`config.mk`:
```
export PLATFORM = sky130hd
export DESIGN_NAME = gtp_front
export DESIGN_NICKNAME = d
export VERILOG_FILES = /design/src/design/go_to_point_steering_assert.svh /design/src/design/gtp_pkg.sv /design/src/design/gtp_front.sv
export SDC_FILE = /design/constraint.sdc
export NUM_CORES = 2
export LEC_CHECK = 0
export BUFFER_PORTS_ARGS = -buffer_cell sky130_fd_sc_hd__buf_4
export CORE_MARGIN = 4
export CORE_UTILIZATION = 50
export CTS_CLUSTER_SIZE = 8
export DETAILED_ROUTE_END_ITERATION = 10
export GPL_TIMING_DRIVEN = 0
export PLACE_DENSITY = 0.69
export SYNTH_ARGS = -nofsm -noshare
export SYNTH_HDL_FRONTEND = slang
export SYNTH_SLANG_ARGS = --single-unit
```
`constraint.sdc`:
```
create_clock -name clk -period 4.2 [get_ports clk]
set_input_delay 0.63 -clock clk [delete_from_list [all_inputs] [get_ports clk]]
set_output_delay 0.63 -clock clk [all_outputs]
set_load 0.1 [all_outputs]
```
`src/design/go_to_point_steering_assert.svh`:
```
// Assertion helpers shared by the steering block.
`ifndef GO_TO_POINT_STEERING_ASSERT_SVH
`define GO_TO_POINT_STEERING_ASSERT_SVH

// Invariant that holds at every clock edge out of reset.
`define GTP_CHECK(lbl, expr) \
	lbl: assert property (@(posedge clk) disable iff (!arst_n) (expr)) \
		else $error("invariant check failed");

// Same-cycle implication.
`define GTP_IMPLY(lbl, ante, cons) \
	lbl: assert property (@(posedge clk) disable iff (!arst_n) (ante) |-> (cons)) \
		else $error("implication check failed");

`endif

```
`src/design/gtp_pkg.sv`:
```
package gtp_pkg;

	localparam int DW = 33;
	localparam int CW = 38;
	localparam int ZW = 34;
	localparam int EW = 36;
	localparam int SQW = 64;

	localparam logic signed [ZW-1:0] ANG_PI = 34'sd3373259426;
	localparam logic signed [EW-1:0] ANG_TWO_PI = 36'sd6746518852;

	typedef enum logic [1:0] {
		REG_TARGET_X = 2'd0,
		REG_TARGET_Y = 2'd1,
		REG_STOP_RADIUS = 2'd2,
		REG_MAX_SPEED = 2'd3
	} reg_idx_t;

	typedef struct packed {
		logic signed [31:0] target_x;
		logic signed [31:0] target_y;
		logic [30:0] stop_radius;
		logic [30:0] max_speed;
	} cfg_t;

	typedef struct packed {
		logic far;
		logic signed [DW-1:0] dx;
		logic signed [DW-1:0] dy;
		logic signed [CW-1:0] yaw_x;
		logic signed [CW-1:0] yaw_y;
	} qitem_t;

	function automatic logic signed [ZW-1:0] atan_q30(input int unsigned i);
		logic signed [ZW-1:0] r;
		case (i)
			0: r = 34'sd843314857;
			1: r = 34'sd497837829;
			2: r = 34'sd263043837;
			3: r = 34'sd133525159;
			4: r = 34'sd67021687;
			5: r = 34'sd33543516;
			6: r = 34'sd16775851;
			7: r = 34'sd8388437;
			8: r = 34'sd4194283;
			9: r = 34'sd2097149;
			default: r = (i < 31) ? (ZW'(1) <<< (30 - i)) : '0;
		endcase
		return r;
	endfunction

endpackage

```
`src/design/gtp_front.sv`:
```
module gtp_front (
	input  logic clk,
	input  logic arst_n,
	input  logic in_valid,
	input  logic signed [31:0] pos_x,
	input  logic signed [31:0] pos_y,
	input  logic signed [15:0] quat_x,
	input  logic signed [15:0] quat_y,
	input  logic signed [15:0] quat_z,
	input  logic signed [15:0] quat_w,
	input  gtp_pkg::cfg_t cfg,
	output logic out_valid,
	output gtp_pkg::qitem_t out_item
);
	import gtp_pkg::*;

	logic valid_s1;
	logic signed [DW-1:0] dx_s1, dy_s1;
	logic signed [31:0] ww_s1, xx_s1, yy_s1, zz_s1, wz_s1, xy_s1;
	logic valid_s2;
	qitem_t item_s2;

	logic signed [32:0] cross_sum;
	logic signed [33:0] yaw_y_w, yaw_x_w;
	logic far_w;

	always_comb begin
		cross_sum = 33'(wz_s1) + 33'(xy_s1);
		yaw_y_w = {cross_sum, 1'b0};
		yaw_x_w = 34'(ww_s1) + 34'(xx_s1) - 34'(yy_s1) - 34'(zz_s1);
		far_w = (dx_s1[32] != dx_s1[31]) || (dx_s1 == {2'b11, 31'd0})
			|| (dy_s1[32] != dy_s1[31]) || (dy_s1 == {2'b11, 31'd0});
	end

	always_ff @(posedge clk or negedge arst_n) begin
		if (!arst_n) begin
			valid_s1 <= 1'b0;
			valid_s2 <= 1'b0;
		end else begin
			valid_s1 <= in_valid;
			valid_s2 <= valid_s1;
		end
	end

	always_ff @(posedge clk) begin
		dx_s1 <= 33'(cfg.target_x) - 33'(pos_x);
		dy_s1 <= 33'(cfg.target_y) - 33'(pos_y);
		ww_s1 <= quat_w * quat_w;
		xx_s1 <= quat_x * quat_x;
		yy_s1 <= quat_y * quat_y;
		zz_s1 <= quat_z * quat_z;
		wz_s1 <= quat_w * quat_z;
		xy_s1 <= quat_x * quat_y;
		item_s2.far <= far_w;
		item_s2.dx <= dx_s1;
		item_s2.dy <= dy_s1;
		item_s2.yaw_x <= CW'(yaw_x_w);
		item_s2.yaw_y <= CW'(yaw_y_w);
	end

	assign out_valid = valid_s2;
	assign out_item = item_s2;

endmodule

```
==> metrics.cfg <==
[synth]
ys_warn_count = 0
synth_edf_count = 0
netlist.area_leader.share = 0.431
ys_types = 90
synth_compound_area_frac = 0.0686
synthesis.area_um2 = 70800
synthFlopType = dfxtp_1
synthCells = 7509
synth_area_leaders = fa_1 43%, ha_1 12%, dfxtp_1 11%, inv_1 11%, xnor2_1 3.5%
ys_ff_latch = 390
async_flop_share = 0.00513
synth_top_family_by_area = adder cells
synthXorXnorAreaFrac = 0.0444
post-synth-top-area-cell = fa_1
yosys.area_share.adder = 0.547
synth.avg_cell_area_um2 = 9.43
synthMuxAreaShare = 0.00127
seq_area_frac_synth = 0.110
synthSimpleGateAreaFrac = 0.109

[job]
drv_cap = 0

[worst_hold_path]
min_from = in_valid
hold_depth = 1
worst_hold_path.endpoint = valid_s1$_DFF_PN0_
hold_class = primary input to flop

[timing]
worst_pin_slew_ns = 0.903
post-route-period-util = 1.49
skew_ns = 0.0510
hold_viol_final = 0
finalSetupViolations = 140
drv_slew = 0
rsz0062_at_grt = yes
max_slew_margin = 0.393
fin_crit_ns = 6.26
fmax_mhz = 160
setup_slack_ns = -2.06

[setup_path]
criticalPathCategory = primary input to flop
cp-start-kind = primary input
cp.required_ns = 4.52
end_kind = flop
path_max_fanout = 5
r2r_end = out_item[68]$_DFF_P_
cp.arrival_ns = 6.58
rr_worst_depth = 14
r2r_setup_slack_ns = 0.08
r2r-start = yy_s1[5]$_DFF_P_

[cells_and_area]
nFillCells = 11200
layout.nets = 10700
final_cell_mix = 1,852 x inv_1, 1,436 x fa_1, 592 x buf_4
area_growth_pct = 25.2
stdcell_count = 10200
layout_commonest_cell = inv_1
finalInstanceArea_um2 = 88700
final_layout_size_suffix_gt1_frac = 0.225

[global_routing]
grt_pass1_wl_um = 352000
grt_pass1_vias = 59200
gr-total-overflow = 0
track_usage = 0.317
antenna_found_initial = 38
grt_max_degree = 17

[routing]
drt_first_pass_iters = 5
viasPerCell = 5.33
wl_per_cell_um = 22.8
postRouteAntennaNets = 0
route.detailed.drc = 0
routed_wl_um = 232000
drt_iter0_drc = 4034
vias = 54300

[clocking]
cts_root_buffer = clkbuf_16
cts_sinks = 390
cts.clk_slew.worst_paths_ns = 0.05
cts.path.max_buffers = 3
clock_latency_ns = 0.67
cts_tree = yes
numCtsBuffers = 56
cts_max_level = 2

[placed_design]
gp_congestion = 0.991
placedCellCount = 9704
io_buffers = 318
hpwlAfterDp_um = 185000
placed_area_um2 = 78500

[die]
die_w_um = 384
die_area_um2 = 148000
fp.dieH_um = 384
initial_utilization = 0.506
rows = 137
ios = 401
core-area_um2 = 140000

[status]
violations = negative setup slack
status = finished with violations

-- critical path, cell delays in order --
cell       delay, ns
buf_12          0.12
clkbuf_16       0.16
buf_4           0.16
and2_1          0.17
fa_1            0.55
inv_1           0.06
fa_2            0.57
fa_1            0.44
inv_2           0.08
fa_2            0.46
fa_1            0.49
inv_1           0.05
fa_1            0.49
inv_2           0.05
ha_4            0.23
nand4_1         0.13
nor4_4          0.07
or3_1           0.39
o221a_4         0.24
o41a_1          0.41
mux2i_1         0.14
nand4b_1        0.48
-- cells by family after synthesis --
logic type | after synthesis
adder cells (fa/ha/maj) | 2183
buffers and inverters | 2233
multiplexers | 9
XOR/XNOR | 359
AND/OR/NAND/NOR | 1623
other | 1
flip-flops | 390
AO/OA/AOI/OAI | 711
-- metrics by stage --
step / setup TNS, ns / utilization / worst slack (ns) / hold slack (ns)
final: -167.60 / 0.633 / -2.06 / 0.0976
after global routing: -183.26 / 0.633 / -2.12 / 0.0647
after CTS: -154.27 / 0.619 / -2.01 / 0.0611
after detailed placement: -335.76 / 0.561 / -3.68 / 0.338
after global placement: -331.78 / 0.561 / -3.71 / 0.337
after floorplan: -165.80 / - / -1.90 / 0.331
-- metal layers --
| layer | global-route usage | vias to the layer above | routed length, µm |
|---|---|---|---|
| met2 | 0.511 | 2419 | 107000 |
| met3 | 0.0785 | 547 | 22700 |
| li1 | - | 23900 | - |
| met1 | 0.415 | 27400 | 91800 |
| met5 | 0 | - | 157 |
| met4 | 0.122 | 22 | 10500 |
-- flip-flops by register name (all words and copies together) (netlist names) --
name,count
xy_s1,32
out_item,134
valid_s1,1
out_valid,1
dy_s1,33
zz_s1,31
wz_s1,32
yy_s1,31
xx_s1,31
ww_s1,31
dx_s1,33
-- repair_timing --
item / in CTS / in global routing
buffers inserted: 307 / 109
resized for setup: 833 / 322
gates cloned: 1 / 2
endpoints found under the setup margin: 145 / 148
hold buffers: 1 / 0
pin swaps: 338 / 312
hold endpoints to repair: 2 / 0
-- area by class of cell --
class	count	area [µm²]	area share
plain buffers	226	4070	0.0459
diodes	23	57.6	0.000649
multi-input cells	4887	58900	0.665
flip-flops and latches	390	7820	0.0882
inverters	2004	7680	0.0867
repair buffers	715	6220	0.0702
clock buffers	60	1420	0.0160
well taps	1876	2350	0.0265
clock inverters	6	101	0.00114
-- worst max-delay path by stage --
| stage | startpoint | endpoint | cells past startpoint |
|---|---|---|---|
| floorplan | quat_z[9] | wz_s1[31]$_DFF_P_ | 25 |
| global placement | quat_y[5] | yy_s1[31]$_DFF_P_ | 23 |
| detailed placement | quat_y[6] | yy_s1[31]$_DFF_P_ | 20 |
| CTS | quat_y[1] | yy_s1[30]$_DFF_P_ | 22 |
| global route | quat_y[4] | yy_s1[29]$_DFF_P_ | 25 |
| finish | quat_z[9] | zz_s1[24]$_DFF_P_ | 22 |
-- Yosys cell counts (all sizes together), types with 39 or more instances --
master,number
a21o,123
nor2b,39
a21oi,216
clkbuf,215
xor2,77
nand2b,52
dfxtp,388
inv,1993
nor2,317
xnor2,282
and2,348
nor3,48
ha,660
nand3,54
o21ai,105
nand2,627
fa,1523
o21a,44
Power is not shown: default switching activity piles up to over one toggle a cycle in this logic, so the estimate is an artifact.
