## src/design/go_to_point_steering_assert.svh

```systemverilog
// Assertion helpers shared by the steering block.
`ifndef GO_TO_POINT_STEERING_ASSERT_SVH
`define GO_TO_POINT_STEERING_ASSERT_SVH

// Invariant that holds at every clock edge out of reset.
`define GTP_CHECK(lbl, expr) \
	lbl: assert property (@(posedge clk) disable iff (!arst_n) (expr)) \
		else $error("invariant check failed");

// Same-cycle implication.
`define GTP_IMPLY(lbl, ante, cons) \
	lbl: assert property (@(posedge clk) disable iff (!arst_n) (ante) |-> (cons)) \
		else $error("implication check failed");

`endif

```

## src/design/gtp_fifo.sv

```systemverilog
module gtp_fifo #(
	parameter int WIDTH = 8,
	parameter int DEPTH = 4
) (
	input  logic clk,
	input  logic arst_n,
	input  logic push,
	input  logic [WIDTH-1:0] din,
	input  logic pop,
	output logic [WIDTH-1:0] dout,
	output logic empty
);
	localparam int PW = (DEPTH > 1) ? $clog2(DEPTH) : 1;

	logic [WIDTH-1:0] mem_q [DEPTH];
	logic [PW-1:0] wr_q, rd_q;
	logic [PW:0] cnt_q;

	always_ff @(posedge clk or negedge arst_n) begin
		if (!arst_n) begin
			wr_q <= '0;
			rd_q <= '0;
			cnt_q <= '0;
		end else begin
			if (push)
				wr_q <= (wr_q == PW'(DEPTH - 1)) ? '0 : wr_q + 1'b1;
			if (pop)
				rd_q <= (rd_q == PW'(DEPTH - 1)) ? '0 : rd_q + 1'b1;
			if (push && !pop)
				cnt_q <= cnt_q + 1'b1;
			else if (pop && !push)
				cnt_q <= cnt_q - 1'b1;
		end
	end

	always_ff @(posedge clk) begin
		if (push)
			mem_q[wr_q] <= din;
	end

	assign dout = mem_q[rd_q];
	assign empty = (cnt_q == '0);

endmodule

```

## config.mk

```make
export PLATFORM = sky130hd
export DESIGN_NAME = gtp_fifo
export DESIGN_NICKNAME = d
export VERILOG_FILES = /design/src/design/go_to_point_steering_assert.svh /design/src/design/gtp_fifo.sv
export SDC_FILE = /design/constraint.sdc
export NUM_CORES = 1
export LEC_CHECK = 0
export BUFFER_PORTS_ARGS = -buffer_cell sky130_fd_sc_hd__buf_4
export CAP_MARGIN = 0
export CORE_ASPECT_RATIO = 1.2
export CORE_MARGIN = 2
export CORE_UTILIZATION = 45
export DETAILED_ROUTE_END_ITERATION = 7
export PLACE_DENSITY = 0.63
export SLEW_MARGIN = 20
export SYNTH_ARGS = -nofsm -noshare
export SYNTH_HDL_FRONTEND = slang
export SYNTH_SLANG_ARGS = --single-unit
```

## constraint.sdc

```tcl
create_clock -name clk -period 1.8 [get_ports clk]
set_clock_uncertainty 0.15 [all_clocks]
set_input_delay 0.18 -clock clk [delete_from_list [all_inputs] [get_ports clk]]
set_output_delay 0.18 -clock clk [all_outputs]
set_load 0.05 [all_outputs]
```

==> Flow_metrics.wiki, run 1 <==
{| class="wikitable"
! Metric !! Value
|-
| Relative area change from synthesis to final layout || 30.7%
|-
| Syn_area_per_cell || 20.0 sq um
|-
| Reg-to-reg endpoint || mem_q[2][6]
|-
| Number of cell rows || 23
|-
| Share of the clock period used by the worst path || 1.01
|-
| DRT antenna net count || 0
|-
| Internal reg-to-reg setup slack || 200 ps
|-
| Data arrival time at the worst-slack endpoint || 1490 ps
|-
| Wire length per cell || 16.1 um
|-
| GPL Wtd Cong || 0.626
|-
| Share of layout cells above drive strength 1 || 0.383
|-
| Count of maximum capacitance violations || 0
|-
| Final Hold Viols || 0
|-
| Max Transition Viols Final || 0
|-
| Maximum number of buffers from clock root to sink || 2
|-
| Drt first pass iters || 4
|-
| Headroom to the max-slew limit || 0.685
|-
| Die ar. || 3960 sq um
|-
| Total leakage power || 0.000787 uW
|-
| DIE HEIGHT || 68.6 um
|-
| Largest area contributor in the synthesized netlist || sky130_fd_sc_hd__edfxtp_1
|-
| Effective utilization at floorplan || 0.468
|-
| Most area-consuming cells after synthesis || sky130_fd_sc_hd__edfxtp_1 (61%), sky130_fd_sc_hd__mux4_2 (12%), sky130_fd_sc_hd__dfrtp_1 (11%), sky130_fd_sc_hd__ha_1 (4.8%), sky130_fd_sc_hd__mux2_2 (2.2%)
|-
| Synth Net Count || 97
|-
| VDD IR-drop max || 0.00126 V
|-
| Share of the synthesized area in the top cell type || 0.615
|-
| Last element of the critical path || dout[7]
|-
| R2R cell count || 3
|-
| Count of placed standard cells in the final layout, fillers left out || 157
|-
| Worst Hold Class || input pin to register
|-
| Largest net degree at the start of global routing || 14
|-
| Element type at the critical path start || register
|-
| Start point of the critical path || rd_q[0]
|-
| CTS tree || built
|-
| Status || finished, violations left
|-
| Maximum fanout encountered on the critical timing path || 5
|-
| Violations in the final reports || setup timing
|-
| Seq/Total Area, Yosys || 0.727
|-
| DR vias || 795
|-
| Final critical delay including setup and external delays || 1820 ps
|-
| Top-Level Pins || 21
|-
| Total power || 3460 uW
|-
| # clock sinks || 39
|-
| Filler Cells Inserted || 251
|-
| Wire length of the first global-routing pass || 4000 um
|-
| Leading cell type in the layout, fill and taps excluded || sky130_fd_sc_hd__edfxtp_1
|-
| Total power divided by cell area || 1690 nW/um^2
|-
| Die X || 57.8 um
|-
| Wire length reported by the detailed router || 2530 um
|-
| Number of warning messages in the yosys log || 0
|-
| Quantity of I/O buffers inserted on ports || 20
|-
| Setup repair after global routing missed its margin || yes
|-
| Remaining Overflow, GRT || 0
|-
| Latest clock arrival within the worst-skew pair || 280 ps
|-
| Worst hold slack across all endpoints || 7.03 ps
|-
| Cell area after synthesis || 1560 sq um
|-
| Number of setup violations in the final report || 8
|-
| Number of antenna violations at the first check in global routing || 0
|-
| Slew of the pin with the lowest slew margin || 473 ps
|-
| Post-route DRC || 0
|-
| Antenna diode instance count || 0
|-
| EDFF count, synth || 32
|-
| Crit Reg-Reg Startpoint || wr_q[0]
|-
| Number of synthesized register bits || 39
|-
| Critical path capture point type || primary output
|-
| Total clock buffers created by CTS || 5
|-
| Pre-CTS setup slack || 161 ps
|-
| Fraction of synthesis flops using an asynchronous set or reset pin || 0.179
|-
| Final HPWL from detailed placement || 1650 um
|-
| Least setup slack across all paths after layout || -21.1 ps
|-
| Area of the core || 3340 sq um
|-
| Number of placed instances, taps included || 138
|-
| CTS Root Cell || sky130_fd_sc_hd__clkbuf_8
|-
| Data required time of the worst path || 1470 ps
|-
| Synth Flop Type || sky130_fd_sc_hd__edfxtp_1
|-
| Distinct cell type count after synthesis || 17
|-
| Detail-routed via count per cell || 5.06
|-
| Number of global-route vias before repair || 826
|-
| Post-synthesis cell count || 78
|-
| Post-Route Setup TNS || -112 ps
|-
| H-tree depth || 2
|-
| Top library cells by usage in the layout, fill and taps aside || sky130_fd_sc_hd__edfxtp_1 (32), sky130_fd_sc_hd__buf_4 (16), sky130_fd_sc_hd__dlygate4sd3_1 (10), sky130_fd_sc_hd__buf_6 (10), sky130_fd_sc_hd__mux4_2 (8)
|-
| Overall Global Routing Usage || 0.147
|-
| Nets@finish || 138
|-
| Highest clock rate || 0.549 GHz
|-
| WS Path Type || register to primary output
|-
| Clock transition at the registers of the reported paths || 70 ps
|-
| Drt first-iter violations || 8
|}
==> cell usage after synthesis (2+ instances only) <==
| library cell | instances |
|---|---|
| sky130_fd_sc_hd__and2_1 | 4 |
| sky130_fd_sc_hd__dfrtp_1 | 7 |
| sky130_fd_sc_hd__edfxtp_1 | 32 |
| sky130_fd_sc_hd__ha_1 | 6 |
| sky130_fd_sc_hd__inv_1 | 5 |
| sky130_fd_sc_hd__mux2_2 | 3 |
| sky130_fd_sc_hd__mux4_2 | 8 |
| sky130_fd_sc_hd__nor2_1 | 2 |
| sky130_fd_sc_hd__o21ai_0 | 2 |
| sky130_fd_sc_hd__xor2_1 | 2 |
==> area by class of cell <==
class / instances / area (sq um) / share of cell area
clock buffer: 5 / 68.8 / 0.0337
clock inverter: 3 / 43.8 / 0.0214
inverter: 5 / 18.8 / 0.00919
multi-input combinational: 32 / 397 / 0.194
sequential: 39 / 1140 / 0.556
tap: 37 / 46.3 / 0.0227
timing repair buffer: 36 / 333 / 0.163
==> worst max-delay path: stages (launching register included) <==
cell	delay (ps)
sky130_fd_sc_hd__dfrtp_1	380
sky130_fd_sc_hd__buf_6	140
sky130_fd_sc_hd__mux4_2	510
sky130_fd_sc_hd__buf_6	170
==> per-stage QoR <==
step	util	instance area, sq um
4_1_cts	0.612	2040
5_1_grt	0.612	2040
2_1_floorplan	-	1570
6_report	0.612	2040
3_5_place_dp	0.535	1790
3_3_place_gp	0.535	1790
==> state kept, by name (all words and copies together) (netlist names) <==
signal / cells
wr_q: 2
cnt_q: 3
mem_q: 32
rd_q: 2
==> worst min path at each step <==
| stage | startpoint | slack (ps) | cells past startpoint | end |
|---|---|---|---|---|
| final | pop | 7 | 2 | rd_q[1] |
| after global routing | pop | 3 | 2 | rd_q[1] |
| after CTS | pop | 0.8 | 2 | rd_q[1] |
| after detailed placement | arst_n | -150 | 1 | cnt_q[2] |
| after global placement | arst_n | -150 | 1 | cnt_q[2] |
| after floorplan | arst_n | -270 | 0 | cnt_q[0] |
==> repair_timing <==
action	CTS	global route
resized for setup	10	0
endpoints found under the setup margin	8	8
pin swaps	0	0
hold buffers	10	0
endpoints found under the hold margin	41	0
cloned	0	0
buffers inserted	1	0
==> layer usage <==
layer	GRT usage	part of all wire
met4	0.0785	0.013
met5	0	0
met3	0.0504	0.041
met2	0.244	0.51
met1	0.170	0.44
==> logic make-up after synthesis <==
group	Yosys count	synth area share
muxes	11	0.137
AOI/OAI and AO/OA	2	0.00641
xor gates and xnor gates	3	0.0168
and+or+nand+nor	9	0.0296
adders and majority gates	7	0.0608
buffers and inverters	7	0.0224
DFF	39	0.727
==> power breakdown <==
part           leakage, uW  internal, uW  switching, uW
Sequential        0.000377          1190            135
Combinational     0.000352           636            792
Clock            0.0000581           412            299
Power figures use the tool's default switching activity.
==> inputs of run 2 (changes only) <==
--- a/config.mk
+++ b/config.mk
@@ -11,6 +11,7 @@
 export CORE_MARGIN = 2
 export CORE_UTILIZATION = 45
 export DETAILED_ROUTE_END_ITERATION = 7
+export HOLD_SLACK_MARGIN = 0.12
 export PLACE_DENSITY = 0.63
 export SLEW_MARGIN = 20
 export SYNTH_ARGS = -nofsm -noshare
==> Flow_metrics.wiki, run 2 (same netlist as run 1, synthesis figures left out) <==
{| class="wikitable"
! Metric !! Value
|-
| Violations in the final reports || setup timing
|-
| Data arrival time at the worst-slack endpoint || 1490 ps
|-
| Filler Cells Inserted || 252
|-
| Maximum number of buffers from clock root to sink || 2
|-
| Highest clock rate || 0.549 GHz
|-
| Largest net degree at the start of global routing || 14
|-
| VDD IR-drop max || 0.00126 V
|-
| Relative area change from synthesis to final layout || 32.0%
|-
| Post-Route Setup TNS || -112 ps
|-
| Die ar. || 3960 sq um
|-
| Least setup slack across all paths after layout || -21.2 ps
|-
| Worst Hold Class || input pin to register
|-
| Number of cell rows || 23
|-
| Worst hold slack across all endpoints || 160 ps
|-
| Setup repair after global routing missed its margin || yes
|-
| Last element of the critical path || dout[7]
|-
| Leading cell type in the layout, fill and taps excluded || sky130_fd_sc_hd__edfxtp_1
|-
| Wire length of the first global-routing pass || 4070 um
|-
| Critical path capture point type || primary output
|-
| DIE HEIGHT || 68.6 um
|-
| Final critical delay including setup and external delays || 1820 ps
|-
| Latest clock arrival within the worst-skew pair || 280 ps
|-
| Antenna diode instance count || 0
|-
| Number of setup violations in the final report || 8
|-
| Slew of the pin with the lowest slew margin || 475 ps
|-
| Number of antenna violations at the first check in global routing || 0
|-
| Maximum fanout encountered on the critical timing path || 5
|-
| Number of global-route vias before repair || 846
|-
| Total power || 3470 uW
|-
| Share of the clock period used by the worst path || 1.01
|-
| Start point of the critical path || rd_q[0]
|-
| Wire length reported by the detailed router || 2560 um
|-
| Final Hold Viols || 0
|-
| Registers with the highest flip-flop counts || mem_q x32, cnt_q x3
|-
| DR vias || 806
|-
| Crit Reg-Reg Startpoint || wr_q[0]
|-
| Status || finished, violations left
|-
| Pre-CTS setup slack || 161 ps
|-
| Total clock buffers created by CTS || 5
|-
| Count of maximum capacitance violations || 0
|-
| Total leakage power || 0.000795 uW
|-
| Drt first pass iters || 4
|-
| Area of the core || 3340 sq um
|-
| Top-Level Pins || 21
|-
| Quantity of I/O buffers inserted on ports || 20
|-
| Post-route DRC || 0
|-
| Die X || 57.8 um
|-
| Total power divided by cell area || 1680 nW/um^2
|-
| Nets@finish || 140
|-
| Detail-routed via count per cell || 5.07
|-
| # clock sinks || 39
|-
| Internal reg-to-reg setup slack || 200 ps
|-
| R2R cell count || 3
|-
| Register with the most flip-flops || mem_q
|-
| CTS Root Cell || sky130_fd_sc_hd__clkbuf_8
|-
| Drt first-iter violations || 12
|-
| Top library cells by usage in the layout, fill and taps aside || sky130_fd_sc_hd__edfxtp_1 (32), sky130_fd_sc_hd__buf_4 (16), sky130_fd_sc_hd__dlygate4sd3_1 (12)
|-
| Overall Global Routing Usage || 0.150
|-
| CTS tree || built
|-
| DRT antenna net count || 0
|-
| Share of layout cells above drive strength 1 || 0.377
|-
| H-tree depth || 2
|-
| Wire length per cell || 16.1 um
|-
| Max FFs per register || 32
|-
| Effective utilization at floorplan || 0.468
|-
| Element type at the critical path start || register
|-
| Final HPWL from detailed placement || 1650 um
|-
| Data required time of the worst path || 1470 ps
|-
| Remaining Overflow, GRT || 0
|-
| Reg-to-reg endpoint || mem_q[2][6]
|-
| Clock transition at the registers of the reported paths || 70 ps
|-
| WS Path Type || register to primary output
|-
| Max Transition Viols Final || 0
|-
| GPL Wtd Cong || 0.626
|-
| Headroom to the max-slew limit || 0.683
|}
==> run 2: changes by cell type in the layout (fill, tap and decap cells not counted), sizes merged <==
cell and change:
dlygate4sd3 +2
==> run 2: layout make-up <==
type | count | area [sq um] | share of cell area
flip-flops and latches | 39 | 1140 | 0.551
multi-input cells | 32 | 397 | 0.192
repair buffers | 38 | 353 | 0.171
clock buffers | 5 | 68.8 | 0.0334
well taps | 37 | 46.3 | 0.0224
clock inverters | 3 | 43.8 | 0.0212
inverters | 5 | 18.8 | 0.00910
==> run 2: where the power goes <==
part           total, uW  switching (uW)  leakage, uW  internal (uW)
Sequential          1320             135     0.000377           1190
Clock                714             302    0.0000581            412
Combinational       1430             794     0.000360            640
Total               3470            1230     0.000795           2240
==> run 2: worst min path at each step <==
stage                       from  endpoint  depth (start not counted)
final                       push  cnt_q[0]                          3
after global routing        push  cnt_q[0]                          3
after CTS                   push  cnt_q[0]                          3
after detailed placement  arst_n  cnt_q[2]                          1
after global placement    arst_n  cnt_q[2]                          1
after floorplan           arst_n  cnt_q[0]                          0
==> run 2: per-layer routing <==
layer	global-route usage	routed length [um]
met1	0.172	1110
met2	0.253	1310
met3	0.0504	103
met4	0.0785	34
met5	0	0
==> run 2: per-stage QoR <==
step                      instance area [sq um]  cells   util
after CTS                                  2060    159  0.618
after global routing                       2060    159  0.618
after detailed placement                   1790    138  0.535
after global placement                     1790    138  0.535
final                                      2060    159  0.618
after floorplan                            1570     78      -
==> run 2: timing repair <==
item                                    in CTS  in global routing
resized for setup                           10                  0
hold buffers                                12                  0
buffers inserted                             1                  0
hold endpoints to repair                    43                  0
endpoints found under the setup margin       8                  8
==> run 2: worst max-delay path: stages, from the launching register on <==
cell                      delay, ps
sky130_fd_sc_hd__dfrtp_1        380
sky130_fd_sc_hd__buf_6          140
sky130_fd_sc_hd__mux4_2         510
sky130_fd_sc_hd__buf_6          170
==> inputs of run 3 (changes only) <==
--- a/config.mk
+++ b/config.mk
@@ -13,6 +13,7 @@
 export DETAILED_ROUTE_END_ITERATION = 7
 export HOLD_SLACK_MARGIN = 0.12
 export PLACE_DENSITY = 0.63
+export SETUP_SLACK_MARGIN = 0.5
 export SLEW_MARGIN = 20
 export SYNTH_ARGS = -nofsm -noshare
 export SYNTH_HDL_FRONTEND = slang
==> Flow_metrics.wiki, run 3 (same netlist as run 1, synthesis figures left out) <==
{| class="wikitable"
! Metric !! Value
|-
| Status || finished, violations left
|-
| Violations in the final reports || setup timing
|-
| Post-route cell area || 2210 sq um
|-
| Drt first pass iters || 4
|-
| WS Path Type || register to primary output
|-
| R2R cell count || 6
|-
| Maximum fanout encountered on the critical timing path || 8
|-
| Internal reg-to-reg setup slack || 160 ps
|-
| Critical Path Slowest Stage Cell || sky130_fd_sc_hd__mux4_2
|-
| Largest net degree at the start of global routing || 13
|-
| Sequential cell area in the final layout || 1140 sq um
|-
| Crit Reg-Reg Startpoint || rd_q[0]
|-
| Number of antenna violations at the first check in global routing || 0
|-
| Worst hold slack across all endpoints || 126 ps
|-
| Count of maximum capacitance violations || 0
|-
| H-tree depth || 2
|-
| Post-route DRC || 0
|-
| VDD IR-drop max || 0.00118 V
|-
| Min-Delay Startpoint || push
|-
| Hold-critical path depth || 3
|-
| Quantity of I/O buffers inserted on ports || 20
|-
| Detail-routed via count per cell || 5.12
|-
| Data required time of the worst path || 1470 ps
|-
| Cell-by-cell trace of the critical path || buf_12 -> mux4_2 -> buf_6
|-
| DIE HEIGHT || 68.6 um
|-
| Remaining Overflow, GRT || 0
|-
| Post-Route Setup TNS || -320 ps
|-
| Headroom to the max-slew limit || 0.829
|-
| Die ar. || 3960 sq um
|-
| Register with the most flip-flops || mem_q
|-
| Top library cells by usage in the layout, fill and taps aside || sky130_fd_sc_hd__edfxtp_1 (32), sky130_fd_sc_hd__buf_4 (17), sky130_fd_sc_hd__buf_6 (14)
|-
| Antenna diode instance count || 0
|-
| Pre-CTS setup slack || 208 ps
|-
| CTS Root Cell || sky130_fd_sc_hd__clkbuf_8
|-
| DRT antenna net count || 0
|-
| Setup repair after global routing missed its margin || yes
|-
| Max Transition Viols Final || 0
|-
| Drt first-iter violations || 15
|-
| Leading cell type in the layout, fill and taps excluded || sky130_fd_sc_hd__edfxtp_1
|-
| Final critical delay including setup and external delays || 1860 ps
|-
| Critical path capture point type || primary output
|-
| Worst Hold Class || input pin to register
|-
| Slew of the pin with the lowest slew margin || 257 ps
|-
| Wire length of the first global-routing pass || 4330 um
|-
| Least setup slack across all paths after layout || -55.3 ps
|-
| Die X || 57.8 um
|-
| Total clock buffers created by CTS || 5
|-
| Wire length per cell || 16.6 um
|-
| DR vias || 845
|-
| Effective utilization at floorplan || 0.468
|-
| Nets@finish || 146
|-
| Overall Global Routing Usage || 0.157
|-
| Number of placed instances, taps included || 135
|-
| Maximum number of buffers from clock root to sink || 2
|-
| Hold Path Sink || cnt_q[0]
|-
| Final HPWL from detailed placement || 1670 um
|-
| Area of the core || 3340 sq um
|-
| Top-Level Pins || 21
|-
| Number of global-route vias before repair || 911
|-
| GPL Wtd Cong || 0.619
|-
| Max FFs per register || 32
|-
| Multi-input gate area in the final layout || 494 sq um
|-
| Number of cell rows || 23
|-
| Latest clock arrival within the worst-skew pair || 280 ps
|-
| Element type at the critical path start || register
|-
| Registers with the highest flip-flop counts || mem_q x32, cnt_q x3
|-
| Data arrival time at the worst-slack endpoint || 1530 ps
|-
| # clock sinks || 39
|-
| Total power divided by cell area || 1660 nW/um^2
|-
| Share of layout cells above drive strength 1 || 0.547
|-
| Delay of the slowest cell on the worst path || 520 ps
|-
| Wire length reported by the detailed router || 2740 um
|-
| Clock transition at the registers of the reported paths || 70 ps
|-
| Number of setup violations in the final report || 8
|-
| Relative area change from synthesis to final layout || 41.6%
|-
| Share of the clock period used by the worst path || 1.03
|-
| Instance area at placement || 1800 sq um
|-
| Total leakage power || 0.000836 uW
|-
| Highest clock rate || 0.539 GHz
|-
| Final Hold Viols || 0
|-
| Reg-to-reg endpoint || rd_q[1]
|-
| Count of placed standard cells in the final layout, fillers left out || 165
|-
| Filler Cells Inserted || 228
|-
| CTS tree || built
|}
-- run 3: layer usage --
metal  vias up  routed length, um  GRT usage
li1        392                  -          -
met1       430               1070      0.167
met2        18               1520      0.293
met3         5                107     0.0448
met4         0                 47     0.0610
met5         -                  0          0
-- run 3: power breakdown --
| part | switching (uW) | internal [uW] |
|---|---|---|
| clock network | 282 | 265 |
| logic | 894 | 880 |
| registers | 160 | 1190 |
| total | 1340 | 2340 |
-- run 3: how the worst max path moves through the flow --
stage / start / to / slack (ps) / cells after the start
5_1_grt: rd_q[0] / dout[4] / -100 / 3
3_3_place_gp: rd_q[0] / dout[7] / 230 / 3
3_5_place_dp: pop / cnt_q[2] / 210 / 8
6_report: rd_q[0] / dout[4] / -60 / 3
2_1_floorplan: rd_q[0] / dout[0] / 300 / 2
4_1_cts: rd_q[0] / dout[4] / -80 / 3
-- run 3: repair_timing --
item                       in CTS  in global routing
hold endpoints to repair       43                  7
hold buffers                   12                  1
buffers inserted                6                  4
pin swaps                       4                  0
resized for setup              33                  5
setup endpoints to repair      45                 52
-- run 3: per-stage QoR --
stage                      util  power [uW]
after floorplan               -        2290
after global placement    0.538        2640
after detailed placement  0.538        2670
after CTS                 0.648        3580
after global routing      0.663        3880
final                     0.663        3670
-- run 3: final cells by class --
cell class / instances / area share
flip-flops and latches: 39 / 0.515
clock inverters: 3 / 0.00679
inverters: 5 / 0.0107
well taps: 37 / 0.0209
clock buffers: 5 / 0.0311
multi-input cells: 32 / 0.223
repair buffers: 44 / 0.192
-- run 3: worst max-delay path, delay by kind of cell (launching register included) --
| kind | cells | cell delay, ps |
|---|---|---|
| multiplexers | 1 | 520 |
| flip-flops | 1 | 390 |
| buffers and inverters | 2 | 320 |
